**config.mk**
```make
export PLATFORM = sky130hd
export DESIGN_NAME = color_bar_gradient_grid_pattern
export DESIGN_NICKNAME = d
export VERILOG_FILES = /design/src/rtl/cbgg_pkg.sv /design/src/rtl/cbgg_grad_div.sv /design/src/rtl/color_bar_gradient_grid_pattern.sv
export VERILOG_INCLUDE_DIRS = /design/src /design/src/rtl
export SDC_FILE = /design/constraint.sdc
export NUM_CORES = 1
export LEC_CHECK = 0
export ABC_AREA = 0
export BUFFER_PORTS_ARGS = -buffer_cell sky130_fd_sc_hd__buf_2
export CORE_MARGIN = 4
export CORE_UTILIZATION = 30
export DETAILED_ROUTE_END_ITERATION = 6
export GPL_TIMING_DRIVEN = 0
export MAX_ROUTING_LAYER = met4
export PLACE_DENSITY = 0.45
export SLEW_MARGIN = 40
export SYNTH_ARGS = -nofsm -noshare
export SYNTH_HDL_FRONTEND = slang
export SYNTH_SLANG_ARGS = --single-unit
```
**constraint.sdc**
```tcl
create_clock -name clk -period 4.8 [get_ports clk]
set_input_delay 0.96 -clock clk [delete_from_list [all_inputs] [get_ports clk]]
set_output_delay 0.96 -clock clk [all_outputs]
set_load 0.01 [all_outputs]
```
**src/rtl/color_bar_gradient_grid_pattern_assert.svh**
```systemverilog
// assertion macros used by the pattern generator top level
`ifndef COLOR_BAR_GRADIENT_GRID_PATTERN_ASSERT_SVH
`define COLOR_BAR_GRADIENT_GRID_PATTERN_ASSERT_SVH

// same-cycle implication, sampled on clk, off while arst_n is low
`define CBGG_ASSERT_NOW(lbl, ante, cons, msg) \
	lbl: assert property (@(posedge clk) disable iff (!arst_n) (ante) |-> (cons)) \
		else $error(msg);

// next-cycle implication, sampled on clk, off while arst_n is low
`define CBGG_ASSERT_NEXT(lbl, ante, cons, msg) \
	lbl: assert property (@(posedge clk) disable iff (!arst_n) (ante) |=> (cons)) \
		else $error(msg);

`endif

```
**src/rtl/cbgg_pkg.sv**
```systemverilog
// types and constants of the color bar gradient grid pattern generator
`timescale 1ns / 1ps
package cbgg_pkg;

	localparam int COORD_BITS   = 12;
	localparam int CFG_BITS     = 13;
	localparam int CFG_IDX_BITS = 1;
	localparam int CHAN_BITS    = 8;
	localparam int GRAD_STAGES  = 8;
	// col * 255 fits in twenty bits
	localparam int NUM_BITS     = COORD_BITS + 8;
	localparam int Y6_BITS      = COORD_BITS + 3;
	localparam int TH_BITS      = CFG_BITS + 3;
	localparam int BAND_COUNT   = 6;
	localparam int BAND_BITS    = $clog2(BAND_COUNT);

	localparam logic [CFG_IDX_BITS-1:0] REG_IMAGE_WIDTH  = 1'b0;
	localparam logic [CFG_IDX_BITS-1:0] REG_IMAGE_HEIGHT = 1'b1;

	localparam logic [CFG_BITS-1:0] WIDTH_RESET  = 13'd512;
	localparam logic [CFG_BITS-1:0] HEIGHT_RESET = 13'd384;

	// channel enables per band, red in bit 2, blue in bit 0
	localparam logic [2:0] BAND_RGB [BAND_COUNT] = '{
		3'b111, 3'b110, 3'b101, 3'b010, 3'b101, 3'b100
	};

	typedef struct packed {
		logic [COORD_BITS-1:0] col;
		logic [COORD_BITS-1:0] row;
	} cbgg_in_t;

	typedef struct packed {
		logic [CHAN_BITS-1:0] red;
		logic [CHAN_BITS-1:0] green;
		logic [CHAN_BITS-1:0] blue;
		logic                 outside;
	} cbgg_out_t;

	typedef struct packed {
		logic       outside;
		logic [2:0] rgb;
	} cbgg_side_t;

	typedef struct packed {
		logic                 valid;
		logic [CHAN_BITS-1:0] grad;
		logic                 on_grid;
		cbgg_side_t           side;
	} cbgg_div_res_t;

endpackage

```
**src/rtl/cbgg_grad_div.sv**
```systemverilog
// pipelined gradient divider with grid remainder reduction
`timescale 1ns / 1ps
module cbgg_grad_div
	import cbgg_pkg::*;
#(
	parameter int GRID_PERIOD     = 64,
	parameter int GRID_LINE_WIDTH = 2
) (
	input  logic                  clk,
	input  logic                  arst_n,
	input  logic                  in_valid,
	input  logic [NUM_BITS-1:0]   num,
	input  logic [COORD_BITS-1:0] x,
	input  logic [COORD_BITS-1:0] y,
	input  cbgg_side_t            side,
	input  logic [CFG_BITS-1:0]   divisor,
	output cbgg_div_res_t         res
);

	// grid remainder by restoring reduction against the period shifted left
	localparam int MOD_STEPS     = COORD_BITS - $clog2(GRID_PERIOD) + 1;
	localparam int MOD_PER_STAGE = (MOD_STEPS + GRAD_STAGES - 1) / GRAD_STAGES;

	typedef struct packed {
		logic [NUM_BITS-1:0]   rem;
		logic [CHAN_BITS-1:0]  quo;
		logic [COORD_BITS-1:0] rx;
		logic [COORD_BITS-1:0] ry;
		cbgg_side_t            side;
	} div_pl_t;

	function automatic logic [COORD_BITS-1:0] mod_step(input logic [COORD_BITS-1:0] r,
			input int sh);
		logic [31:0] d;
		d = 32'(GRID_PERIOD) << sh;
		if (32'(r) >= d)
			return r - COORD_BITS'(d);
		return r;
	endfunction

	div_pl_t pl_in [GRAD_STAGES];
	div_pl_t pl_nx [GRAD_STAGES];
	div_pl_t pl_s  [GRAD_STAGES];
	logic    vld_in [GRAD_STAGES];
	logic    vld_s  [GRAD_STAGES];

	assign pl_in[0].rem  = num;
	assign pl_in[0].quo  = '0;
	assign pl_in[0].rx   = x;
	assign pl_in[0].ry   = y;
	assign pl_in[0].side = side;
	assign vld_in[0]     = in_valid;

	genvar s;
	generate
		for (s = 0; s < GRAD_STAGES; s++) begin : g_stage
			localparam int QBIT = GRAD_STAGES - 1 - s;

			logic [NUM_BITS:0] dsub;

			if (s > 0) begin : g_link
				assign pl_in[s]  = pl_s[s-1];
				assign vld_in[s] = vld_s[s-1];
			end

			assign dsub = (NUM_BITS + 1)'(divisor) << QBIT;

			always_comb begin
				pl_nx[s] = pl_in[s];
				if ({1'b0, pl_in[s].rem} >= dsub) begin
					pl_nx[s].rem       = pl_in[s].rem - NUM_BITS'(dsub);
					pl_nx[s].quo[QBIT] = 1'b1;
				end
				for (int j = 0; j < MOD_PER_STAGE; j++) begin
					if (s * MOD_PER_STAGE + j < MOD_STEPS) begin
						pl_nx[s].rx = mod_step(pl_nx[s].rx,
							MOD_STEPS - 1 - (s * MOD_PER_STAGE + j));
						pl_nx[s].ry = mod_step(pl_nx[s].ry,
							MOD_STEPS - 1 - (s * MOD_PER_STAGE + j));
					end
				end
			end

			always_ff @(posedge clk or negedge arst_n) begin
				if (!arst_n)
					vld_s[s] <= 1'b0;
				else
					vld_s[s] <= vld_in[s];
			end

			always_ff @(posedge clk) begin
				pl_s[s] <= pl_nx[s];
			end
		end
	endgenerate

	assign res.valid   = vld_s[GRAD_STAGES-1];
	assign res.grad    = pl_s[GRAD_STAGES-1].quo;
	assign res.on_grid = (int'(pl_s[GRAD_STAGES-1].rx) < GRID_LINE_WIDTH) ||
		(int'(pl_s[GRAD_STAGES-1].ry) < GRID_LINE_WIDTH);
	assign res.side    = pl_s[GRAD_STAGES-1].side;

endmodule

```
**src/rtl/color_bar_gradient_grid_pattern.sv**
```systemverilog
// top level of the color bar gradient grid pattern generator
//
//   channel   signals                      transfer when
//   ------    -------                      -------------
//   command   start, busy, coord           start high and busy low at clk rise
//   result    done, pixel                  done high, one cycle, no back-pressure
//   config    cfg_we, cfg_idx, cfg_data    cfg_we high at clk rise
//
// one coordinate per cycle; each command passes through the stages below, in order, to its result
// two input stages (coordinate prep, band compare), eight divider stages that
// each resolve one gradient bit, one output stage
// busy stays low: nothing in the pipeline can stall
// reset clears valid bits and loads width 512, height 384
`timescale 1ns / 1ps
`include "color_bar_gradient_grid_pattern_assert.svh"
module color_bar_gradient_grid_pattern
	import cbgg_pkg::*;
#(
	parameter int GRID_PERIOD     = 64,
	parameter int GRID_LINE_WIDTH = 2
) (
	input  logic                    clk,
	input  logic                    arst_n,
	input  logic                    start,
	output logic                    busy,
	input  cbgg_in_t                coord,
	output logic                    done,
	output cbgg_out_t               pixel,
	input  logic                    cfg_we,
	input  logic [CFG_IDX_BITS-1:0] cfg_idx,
	input  logic [CFG_BITS-1:0]     cfg_data
);

	localparam int LATENCY = GRAD_STAGES + 3;

	function automatic logic [CHAN_BITS-1:0] chan_value(input logic en,
			input logic [CHAN_BITS-1:0] grad, input logic grid, input logic outside);
		logic [CHAN_BITS-1:0] c;
		// base channel is 0 or 255, so c*(255-g)/255 is 255-g
		c = en ? ~grad : '0;
		if (grid)
			c = c >> 1;
		if (outside)
			c = '0;
		return c;
	endfunction

	logic [CFG_BITS-1:0]   image_width_q;
	logic [CFG_BITS-1:0]   image_height_q;
	logic                  accept;

	logic                  v_s1;
	logic [NUM_BITS-1:0]   num_s1;
	logic [COORD_BITS-1:0] x_s1;
	logic [COORD_BITS-1:0] y_s1;
	logic [Y6_BITS-1:0]    y6_s1;
	logic                  out_s1;
	logic [COORD_BITS:0]   row_p1;

	logic                  v_s2;
	logic [NUM_BITS-1:0]   num_s2;
	logic [COORD_BITS-1:0] x_s2;
	logic [COORD_BITS-1:0] y_s2;
	cbgg_side_t            side_s2;
	logic [BAND_BITS-1:0]  band;

	cbgg_div_res_t         dv;
	logic                  done_q;
	cbgg_out_t             pixel_q;

	assign busy   = 1'b0;
	assign accept = start && !busy;

	always_ff @(posedge clk or negedge arst_n) begin
		if (!arst_n) begin
			image_width_q  <= WIDTH_RESET;
			image_height_q <= HEIGHT_RESET;
		end else if (cfg_we) begin
			case (cfg_idx)
				REG_IMAGE_WIDTH:  image_width_q  <= cfg_data;
				REG_IMAGE_HEIGHT: image_height_q <= cfg_data;
				default: ;
			endcase
		end
	end

	// stage 1: x*255, 6*(y+1) and the bounds check
	assign row_p1 = (COORD_BITS + 1)'(coord.row) + (COORD_BITS + 1)'(1);

	always_ff @(posedge clk or negedge arst_n) begin
		if (!arst_n)
			v_s1 <= 1'b0;
		else
			v_s1 <= accept;
	end

	always_ff @(posedge clk) begin
		num_s1 <= (NUM_BITS'(coord.col) << 8) - NUM_BITS'(coord.col);
		x_s1   <= coord.col;
		y_s1   <= coord.row;
		y6_s1  <= Y6_BITS'({row_p1, 2'b00}) + Y6_BITS'({row_p1, 1'b0});
		out_s1 <= ({1'b0, coord.col} >= image_width_q) ||
			({1'b0, coord.row} >= image_height_q);
	end

	// stage 2: y < floor(k*h/6) is the same as 6*(y+1) <= k*h
	always_comb begin
		band = BAND_BITS'(BAND_COUNT - 1);
		for (int k = BAND_COUNT - 1; k >= 1; k--) begin
			if (TH_BITS'(y6_s1) <= TH_BITS'(image_height_q) * TH_BITS'(k))
				band = BAND_BITS'(k - 1);
		end
	end

	always_ff @(posedge clk or negedge arst_n) begin
		if (!arst_n)
			v_s2 <= 1'b0;
		else
			v_s2 <= v_s1;
	end

	always_ff @(posedge clk) begin
		num_s2          <= num_s1;
		x_s2            <= x_s1;
		y_s2            <= y_s1;
		side_s2.outside <= out_s1;
		side_s2.rgb     <= BAND_RGB[band];
	end

	cbgg_grad_div #(
		.GRID_PERIOD     (GRID_PERIOD),
		.GRID_LINE_WIDTH (GRID_LINE_WIDTH)
	) u_div (
		.clk      (clk),
		.arst_n   (arst_n),
		.in_valid (v_s2),
		.num      (num_s2),
		.x        (x_s2),
		.y        (y_s2),
		.side     (side_s2),
		.divisor  (image_width_q),
		.res      (dv)
	);

	// output stage: shade, grid dimming, outside blanking
	always_ff @(posedge clk or negedge arst_n) begin
		if (!arst_n)
			done_q <= 1'b0;
		else
			done_q <= dv.valid;
	end

	always_ff @(posedge clk) begin
		pixel_q.red     <= chan_value(dv.side.rgb[2], dv.grad, dv.on_grid, dv.side.outside);
		pixel_q.green   <= chan_value(dv.side.rgb[1], dv.grad, dv.on_grid, dv.side.outside);
		pixel_q.blue    <= chan_value(dv.side.rgb[0], dv.grad, dv.on_grid, dv.side.outside);
		pixel_q.outside <= dv.side.outside;
	end

	assign done  = done_q;
	assign pixel = pixel_q;

	`CBGG_ASSERT_NOW(a_done_from_cmd, done, ($past(start && !busy, LATENCY)), "result without command")
	`CBGG_ASSERT_NOW(a_outside_black, (done && pixel.outside), ((pixel.red == '0) && (pixel.green == '0) && (pixel.blue == '0)), "outside pixel not black")
	`CBGG_ASSERT_NOW(a_chan_shared, done, (((pixel.red == '0) || (pixel.green == '0) || (pixel.red == pixel.green)) && ((pixel.red == '0) || (pixel.blue == '0) || (pixel.red == pixel.blue)) && ((pixel.green == '0) || (pixel.blue == '0) || (pixel.green == pixel.blue))), "lit channels differ")
	`CBGG_ASSERT_NEXT(a_bound_flag, (start && !busy && ({1'b0, coord.col} >= image_width_q)), out_s1, "column beyond width not flagged")

endmodule
```
== After elaboration in Yosys (flattened, before gate mapping) ==
Memory sizes are Yosys's and may differ from the RTL's. A register that Yosys moved wholly into a read port is not among the register bits.
Index checks and enable logic that the tools add are counted.
Word-level totals
  ROM bits: 24
  output and inout bits: 27
  input bits: 42
  flip-flop bits (word level): 167
  latch bits: 0
  memories: 2
  RAM bits: 448
Operators by class
  shift-type cells: 0
  multiply operators: 2
  muxes and demuxes: 62
  $add $sub $neg: 23
  reductions and logical operators: 5
  magnitude comparators: 29
  divide/modulo/power cells: 0
  bitwise logic cells: 3
  equality and inequality tests: 0
Memory list
  u_div.pl_s: depth 8, width 56, read ports 8, clocked after Yosys merged registers in 0, write ports 8, line cbgg_grad_div.sv:43  | div_pl_t pl_s [GRAD_STAGES];
  (name not given): depth 8, width 3, read ports 1, clocked after Yosys merged registers in 1, write ports 0, line color_bar_gradient_grid_pattern.sv:127  | side_s2.rgb <= BAND_RGB[band];
Operators by type and width (count)
  two-way mux 12 bit: 24
  two-way mux 20 bit: 7
  less-or-equal comparator 15 bit: 2
  greater-or-equal comparator 12 x 13 -> 1 bit: 2
  greater-or-equal comparator 12 x 10 -> 1 bit, second input constant: 2
  greater-or-equal comparator 12 x 11 -> 1 bit, second input constant: 2
  greater-or-equal comparator 12 bit, second input constant: 2
  greater-or-equal comparator 12 x 7 -> 1 bit, second input constant: 2
  greater-or-equal comparator 12 x 8 -> 1 bit, second input constant: 2
  greater-or-equal comparator 12 x 9 -> 1 bit, second input constant: 2
  < comparator 12 x 2 -> 1 bit, second input constant: 2
  two-way mux 8 bit: 3
  subtractor 12 x 10 -> 12 bit, second input constant: 2
  subtractor 12 x 11 -> 12 bit, second input constant: 2
  subtractor 12 bit, second input constant: 2
  subtractor 12 x 7 -> 12 bit, second input constant: 2
  subtractor 12 x 8 -> 12 bit, second input constant: 2
  subtractor 12 x 9 -> 12 bit, second input constant: 2
  two-way mux 21 bit: 1
  two-way mux 7 bit: 3
  greater-or-equal comparator 20 x 13 -> 1 bit: 1
  greater-or-equal comparator 20 x 14 -> 1 bit: 1
  greater-or-equal comparator 20 x 15 -> 1 bit: 1
  greater-or-equal comparator 20 x 16 -> 1 bit: 1
  28 further kinds: 52

== Depth between registers and ports, before layout ==
  depth after elaboration: 8
  depth in mapped cells: 21

== Hierarchy ==
Synthesis repeated with hierarchy kept, for this count alone.
Unflattened totals
  cells, all modules: 2196
  area total of the unflattened synthesis: 23212.3 um2
By module, submodules not included
  cbgg_grad_div: area each 15104.5 um2, times used 1, seq. area each 8087.8 um2, cells an instance 1404
  color_bar_gradient_grid_pattern: area each 8107.8 um2, times used 1, seq. area each 3331.9 um2, cells an instance 792

== Worst setup path before layout ==
OpenSTA, ideal clock, no wires.
  path type: register -> register
  from: register image_height_q[1]
  to: register, netlist name side_s2[0]
  required time: 4726 ps
  buffers on the path: 0
  setup slack: 1200 ps
  period minus slack after synthesis: 3600 ps
  data arrival time: 3526 ps
  library setup time: 74 ps
  stages on the path, launching flop included: 22
  cell sequence: dfrtp_1 ha_1 ha_1 inv_1 fa_1 nor2b_1 o21ai_0 a21oi_1 o221ai_1 a21oi_1 o21ai_0 nand2b_1 xnor2_1 ha_1 a21o_1 a21o_1 nor2_1 nand2_1 o221ai_1 a41oi_1 o21a_1 o21ai_0
Between the ends
  cells in the longest elaborated chain, start to end: 8
Ends and longest elaborated chain
  start: declaration: line color_bar_gradient_grid_pattern.sv:49  | logic [CFG_BITS-1:0] image_height_q;
  start signal: assignment: line color_bar_gradient_grid_pattern.sv:81  | REG_IMAGE_HEIGHT: image_height_q <= cfg_data;
  multiplier 13 x 3 -> 16 bit: line color_bar_gradient_grid_pattern.sv:110  | if (TH_BITS'(y6_s1) <= TH_BITS'(image_height_q) * TH_BITS'(k))
  less-or-equal comparator 15 x 16 -> 1 bit: line color_bar_gradient_grid_pattern.sv:110
  two-way mux 1 bit: line color_bar_gradient_grid_pattern.sv:110
  two-way mux 3 bit (3 in a row): line color_bar_gradient_grid_pattern.sv:110
  two-way mux 3 bit *: line color_bar_gradient_grid_pattern.sv:110
  inverter 3 -> 4 bit (not written as such) *: line color_bar_gradient_grid_pattern.sv:127
Every way passes the cells marked *; elsewhere a longest branch is shown, timed or not.
A chain may end at the register's enable or synchronous reset.

== Final worst setup path ==
  from: register image_height_q[1]
  to: register, netlist name side_s2[0]
Between the ends
  cells in the longest elaborated chain, start to end: 8
Ends and longest elaborated chain (line)
  multiplier 13 x 3 -> 16 bit: color_bar_gradient_grid_pattern.sv:110
  less-or-equal comparator 15 x 16 -> 1 bit: color_bar_gradient_grid_pattern.sv:110
  two-way mux 1 bit: color_bar_gradient_grid_pattern.sv:110
  two-way mux 3 bit (3 in a row): color_bar_gradient_grid_pattern.sv:110
  two-way mux 3 bit *: color_bar_gradient_grid_pattern.sv:110
  inverter 3 -> 4 bit (not written as such) *: color_bar_gradient_grid_pattern.sv:127
Marked as above.

==> impl_metrics.yaml <==
timing:
  finalSetupViolations: 0
  worstMarginPinSlew_ps: 774
  period_needed_ps: 4310
  min_period_over_period_pct: 89.8
  rsz0062_at_grt: "false"
  hold_violations: 0
  slew_headroom_pct: 47.7
  max_freq_mhz: 232
  worst_slack_ps: 488
  totalNegativeSetupSlack_ps: 0
  finClkSkew_ps: 30.7
  final_max_slew_viol_count: 0
  hold_slack_ps: 315
placement:
  place_congestion: 0.865
  dpl-instance-area_um2: 24100
  portBuffers: 67
  dp_cells: 3194
  pre_cts_slack_ps: 271
  dp_hpwl_um: 37600
synth:
  ys_warn_count: 0
  synthAdderAreaFrac_pct: 15.2
  synthArstFlopShare_pct: 6.72
  synth-seq-area-share_pct: 49.8
  ys_types: 73
  synth_top_family_by_area: "adder cells"
  synth-xor-area-share_pct: 5.63
  syn_avg_cell_area_um2: 10.5
  syn_area_um2: 22500
  synth_cells: 2155
  ys_seq_elements: 551
  synthMuxAreaShare_pct: 2.22
  synth-simple-area-share_pct: 12.3
  synth_flop_cell: "dfxtp_1"
  synth_edf_count: 0
  synth_compound_area_share_pct: 12.6
clocking:
  clk-insertion-delay-late_ps: 610
  cts-root-buf: "clkbuf_16"
  clk_pin_slew_worst_paths_ps: 60
  cts_sinks: 551
  ctsHoldBuffers: 0
  cts_setup_buffers: 0
  cts_tree: "yes"
  cts_buffers: 58
  clockBufferDepth: 3
  htree_num_levels: 2
  cts_resized: 0
layout:
  final_cell_mix: "514 x dfxtp_1, 258 x ha_1, 138 x nand2_1, 137 x o21ai_0, 136 x nor2_1"
  fin_util_pct: 35.0
  fillers: 7314
  area_growth_pct: 15.7
  final_common_cell: "dfxtp_1"
  final_layout_size_suffix_gt1_share_pct: 10.2
  fin_cells: 3298
  fin_area_um2: 26100
  antenna_cells: 0
  nets: 2595
setup_path:
  required_ps: 5230
  path_class: "register to register"
  r2r_start: "image_height_q[1]$_DFFE_PN0P_"
  slowest_stage: "dfrtp_1"
  startpoint_type: "register"
  cp_cell_sequence: "inv_1, fa_1, nor2b_1, o21ai_0, a21boi_0, o211a_1, o21a_1, o21ai_0, a221oi_1, xnor2_1, ha_1, nand4_1, nor2_1, nand3_1, o21bai_1, a21oi_2, o21a_1, o21ai_0"
  crit_buf_inv: 1
  timing.rr.end: "side_s2[0]$_DFF_P_"
  slowest_delay_ps: 530
  r2r_cells: 18
  crit_family: "compound AO/OA/AOI/OAI gates"
  cp_max_fo: 6
  cp_data_arrival_time_ps: 4750
  worstSetupEndpointType: "register"
  cp_common_cell: "o21ai_0"
  r2r_slack_ps: 490
die:
  rows: 100
  start_util_pct: 30.3
  dieArea_um2: 79600
  ios: 69
  chipWidth_um: 282
  core_area_um2: 74400
  dieHeight_um: 282
power:
  power_density_nw_per_um2: 635
  ir_drop_mv: 0.283
  p_leak_nw: 11.3
  total_power_mw: 16.6
routing:
  via_per_inst: 4.58
  vias: 15116
  drt_first_pass_iters: 6
  ant_nets: 0
  drt_wl_total_um: 48400
  post_drt_wl_per_cell_um: 14.7
  drtIter0Drc: 596
  drc: 0
grt:
  grt_pass1_wl_um: 78800
  gr-usage-all-layers_pct: 12.6
  grt_max_degree: 38
  grt_antenna_before_repair: 0
  grt_overflow_total: 0
  grt_pass1_vias: 15537
outcome:
  outcome: "finished clean"
run:
  maxCapViolCount: 0
hold_path:
  min_path_type: "input pin to asynchronous set/reset pin"
-- state kept, by name, summed over array words and instances, names as in the netlist, 13 cells and up --
signal	count
image_height_q	13
y6_s1	14
num_s2	19
image_width_q	13
pixel	25
u_div.pl_s	388
num_s1	19
-- area by class of cell --
type                       count  area (um^2)  share of cell area, %
tap                          969         1210                   4.65
clock buffer                  70         1600                   6.12
inverter                     107          402                   1.54
timing repair buffer          68          349                   1.34
sequential                   551        11200                   43.0
multi-input combinational   1476        10900                   41.6
buffer                        23         95.1                  0.365
clock inverter                34          352                   1.35
-- where the power goes --
group	internal, mW	total (mW)	switching [mW]	leakage, nW
Clock	2.65	4.45	1.81	0.959
Combinational	2.66	5.82	3.16	5.64
Sequential	5.69	6.27	0.587	4.75
Total	11.0	16.6	5.56	11.3
-- synth_stat cells, drive strengths merged, types with 14 or more instances --
library cell | n | area, um^2
a211oi | 14 | 110
a21o | 55 | 413
a21oi | 124 | 621
clkbuf | 17 | 63.8
dfrtp | 34 | 851
dfxtp | 514 | 10300
ha | 258 | 3230
inv | 107 | 402
mux2 | 40 | 450
nand2 | 138 | 518
nand2b | 30 | 188
nand3 | 47 | 235
nand4 | 22 | 138
nor2 | 136 | 510
nor2b | 48 | 308
nor3 | 55 | 280
nor4 | 21 | 131
o21a | 43 | 323
o21ai | 139 | 696
xnor2 | 85 | 744
xor2 | 60 | 526
-- metal layers --
| metal | GRT usage (%) | share of wire (%) | routed length [um] |
|---|---|---|---|
| met1 | 15.6 | 48 | 23000 |
| met2 | 20.3 | 45 | 21800 |
| met3 | 2.22 | 3.9 | 1900 |
| met4 | 4.94 | 3.5 | 1680 |
| met5 | - | 0 | 0 |
-- how the worst max path moves through the flow --
stage | from | to | slack [ps] | depth (start not counted)
after floorplan | image_height_q[1]$_DFFE_PN0P_ | side_s2[0]$_DFF_P_ | 1200 | 21
after global placement | image_height_q[0]$_DFFE_PN0P_ | side_s2[0]$_DFF_P_ | 320 | 19
after detailed placement | image_height_q[0]$_DFFE_PN0P_ | side_s2[0]$_DFF_P_ | 270 | 19
after CTS | image_height_q[0]$_DFFE_PN0P_ | side_s2[0]$_DFF_P_ | 250 | 19
after global routing | image_height_q[1]$_DFFE_PN0P_ | side_s2[0]$_DFF_P_ | 110 | 18
final | image_height_q[1]$_DFFE_PN0P_ | side_s2[0]$_DFF_P_ | 490 | 18
-- kinds of logic (layout without fill, tap and decap cells) --
kind of cell,Yosys count,in the layout
buffers and inverters,130,302
adder cells (fa/ha/maj),268,268
XOR/XNOR,145,145
AND/OR/NAND/NOR,560,560
flip-flops,551,551
AO/OA/AOI/OAI,455,455
other,1,3
multiplexers,45,45
(Power assumes the default switching activity.)
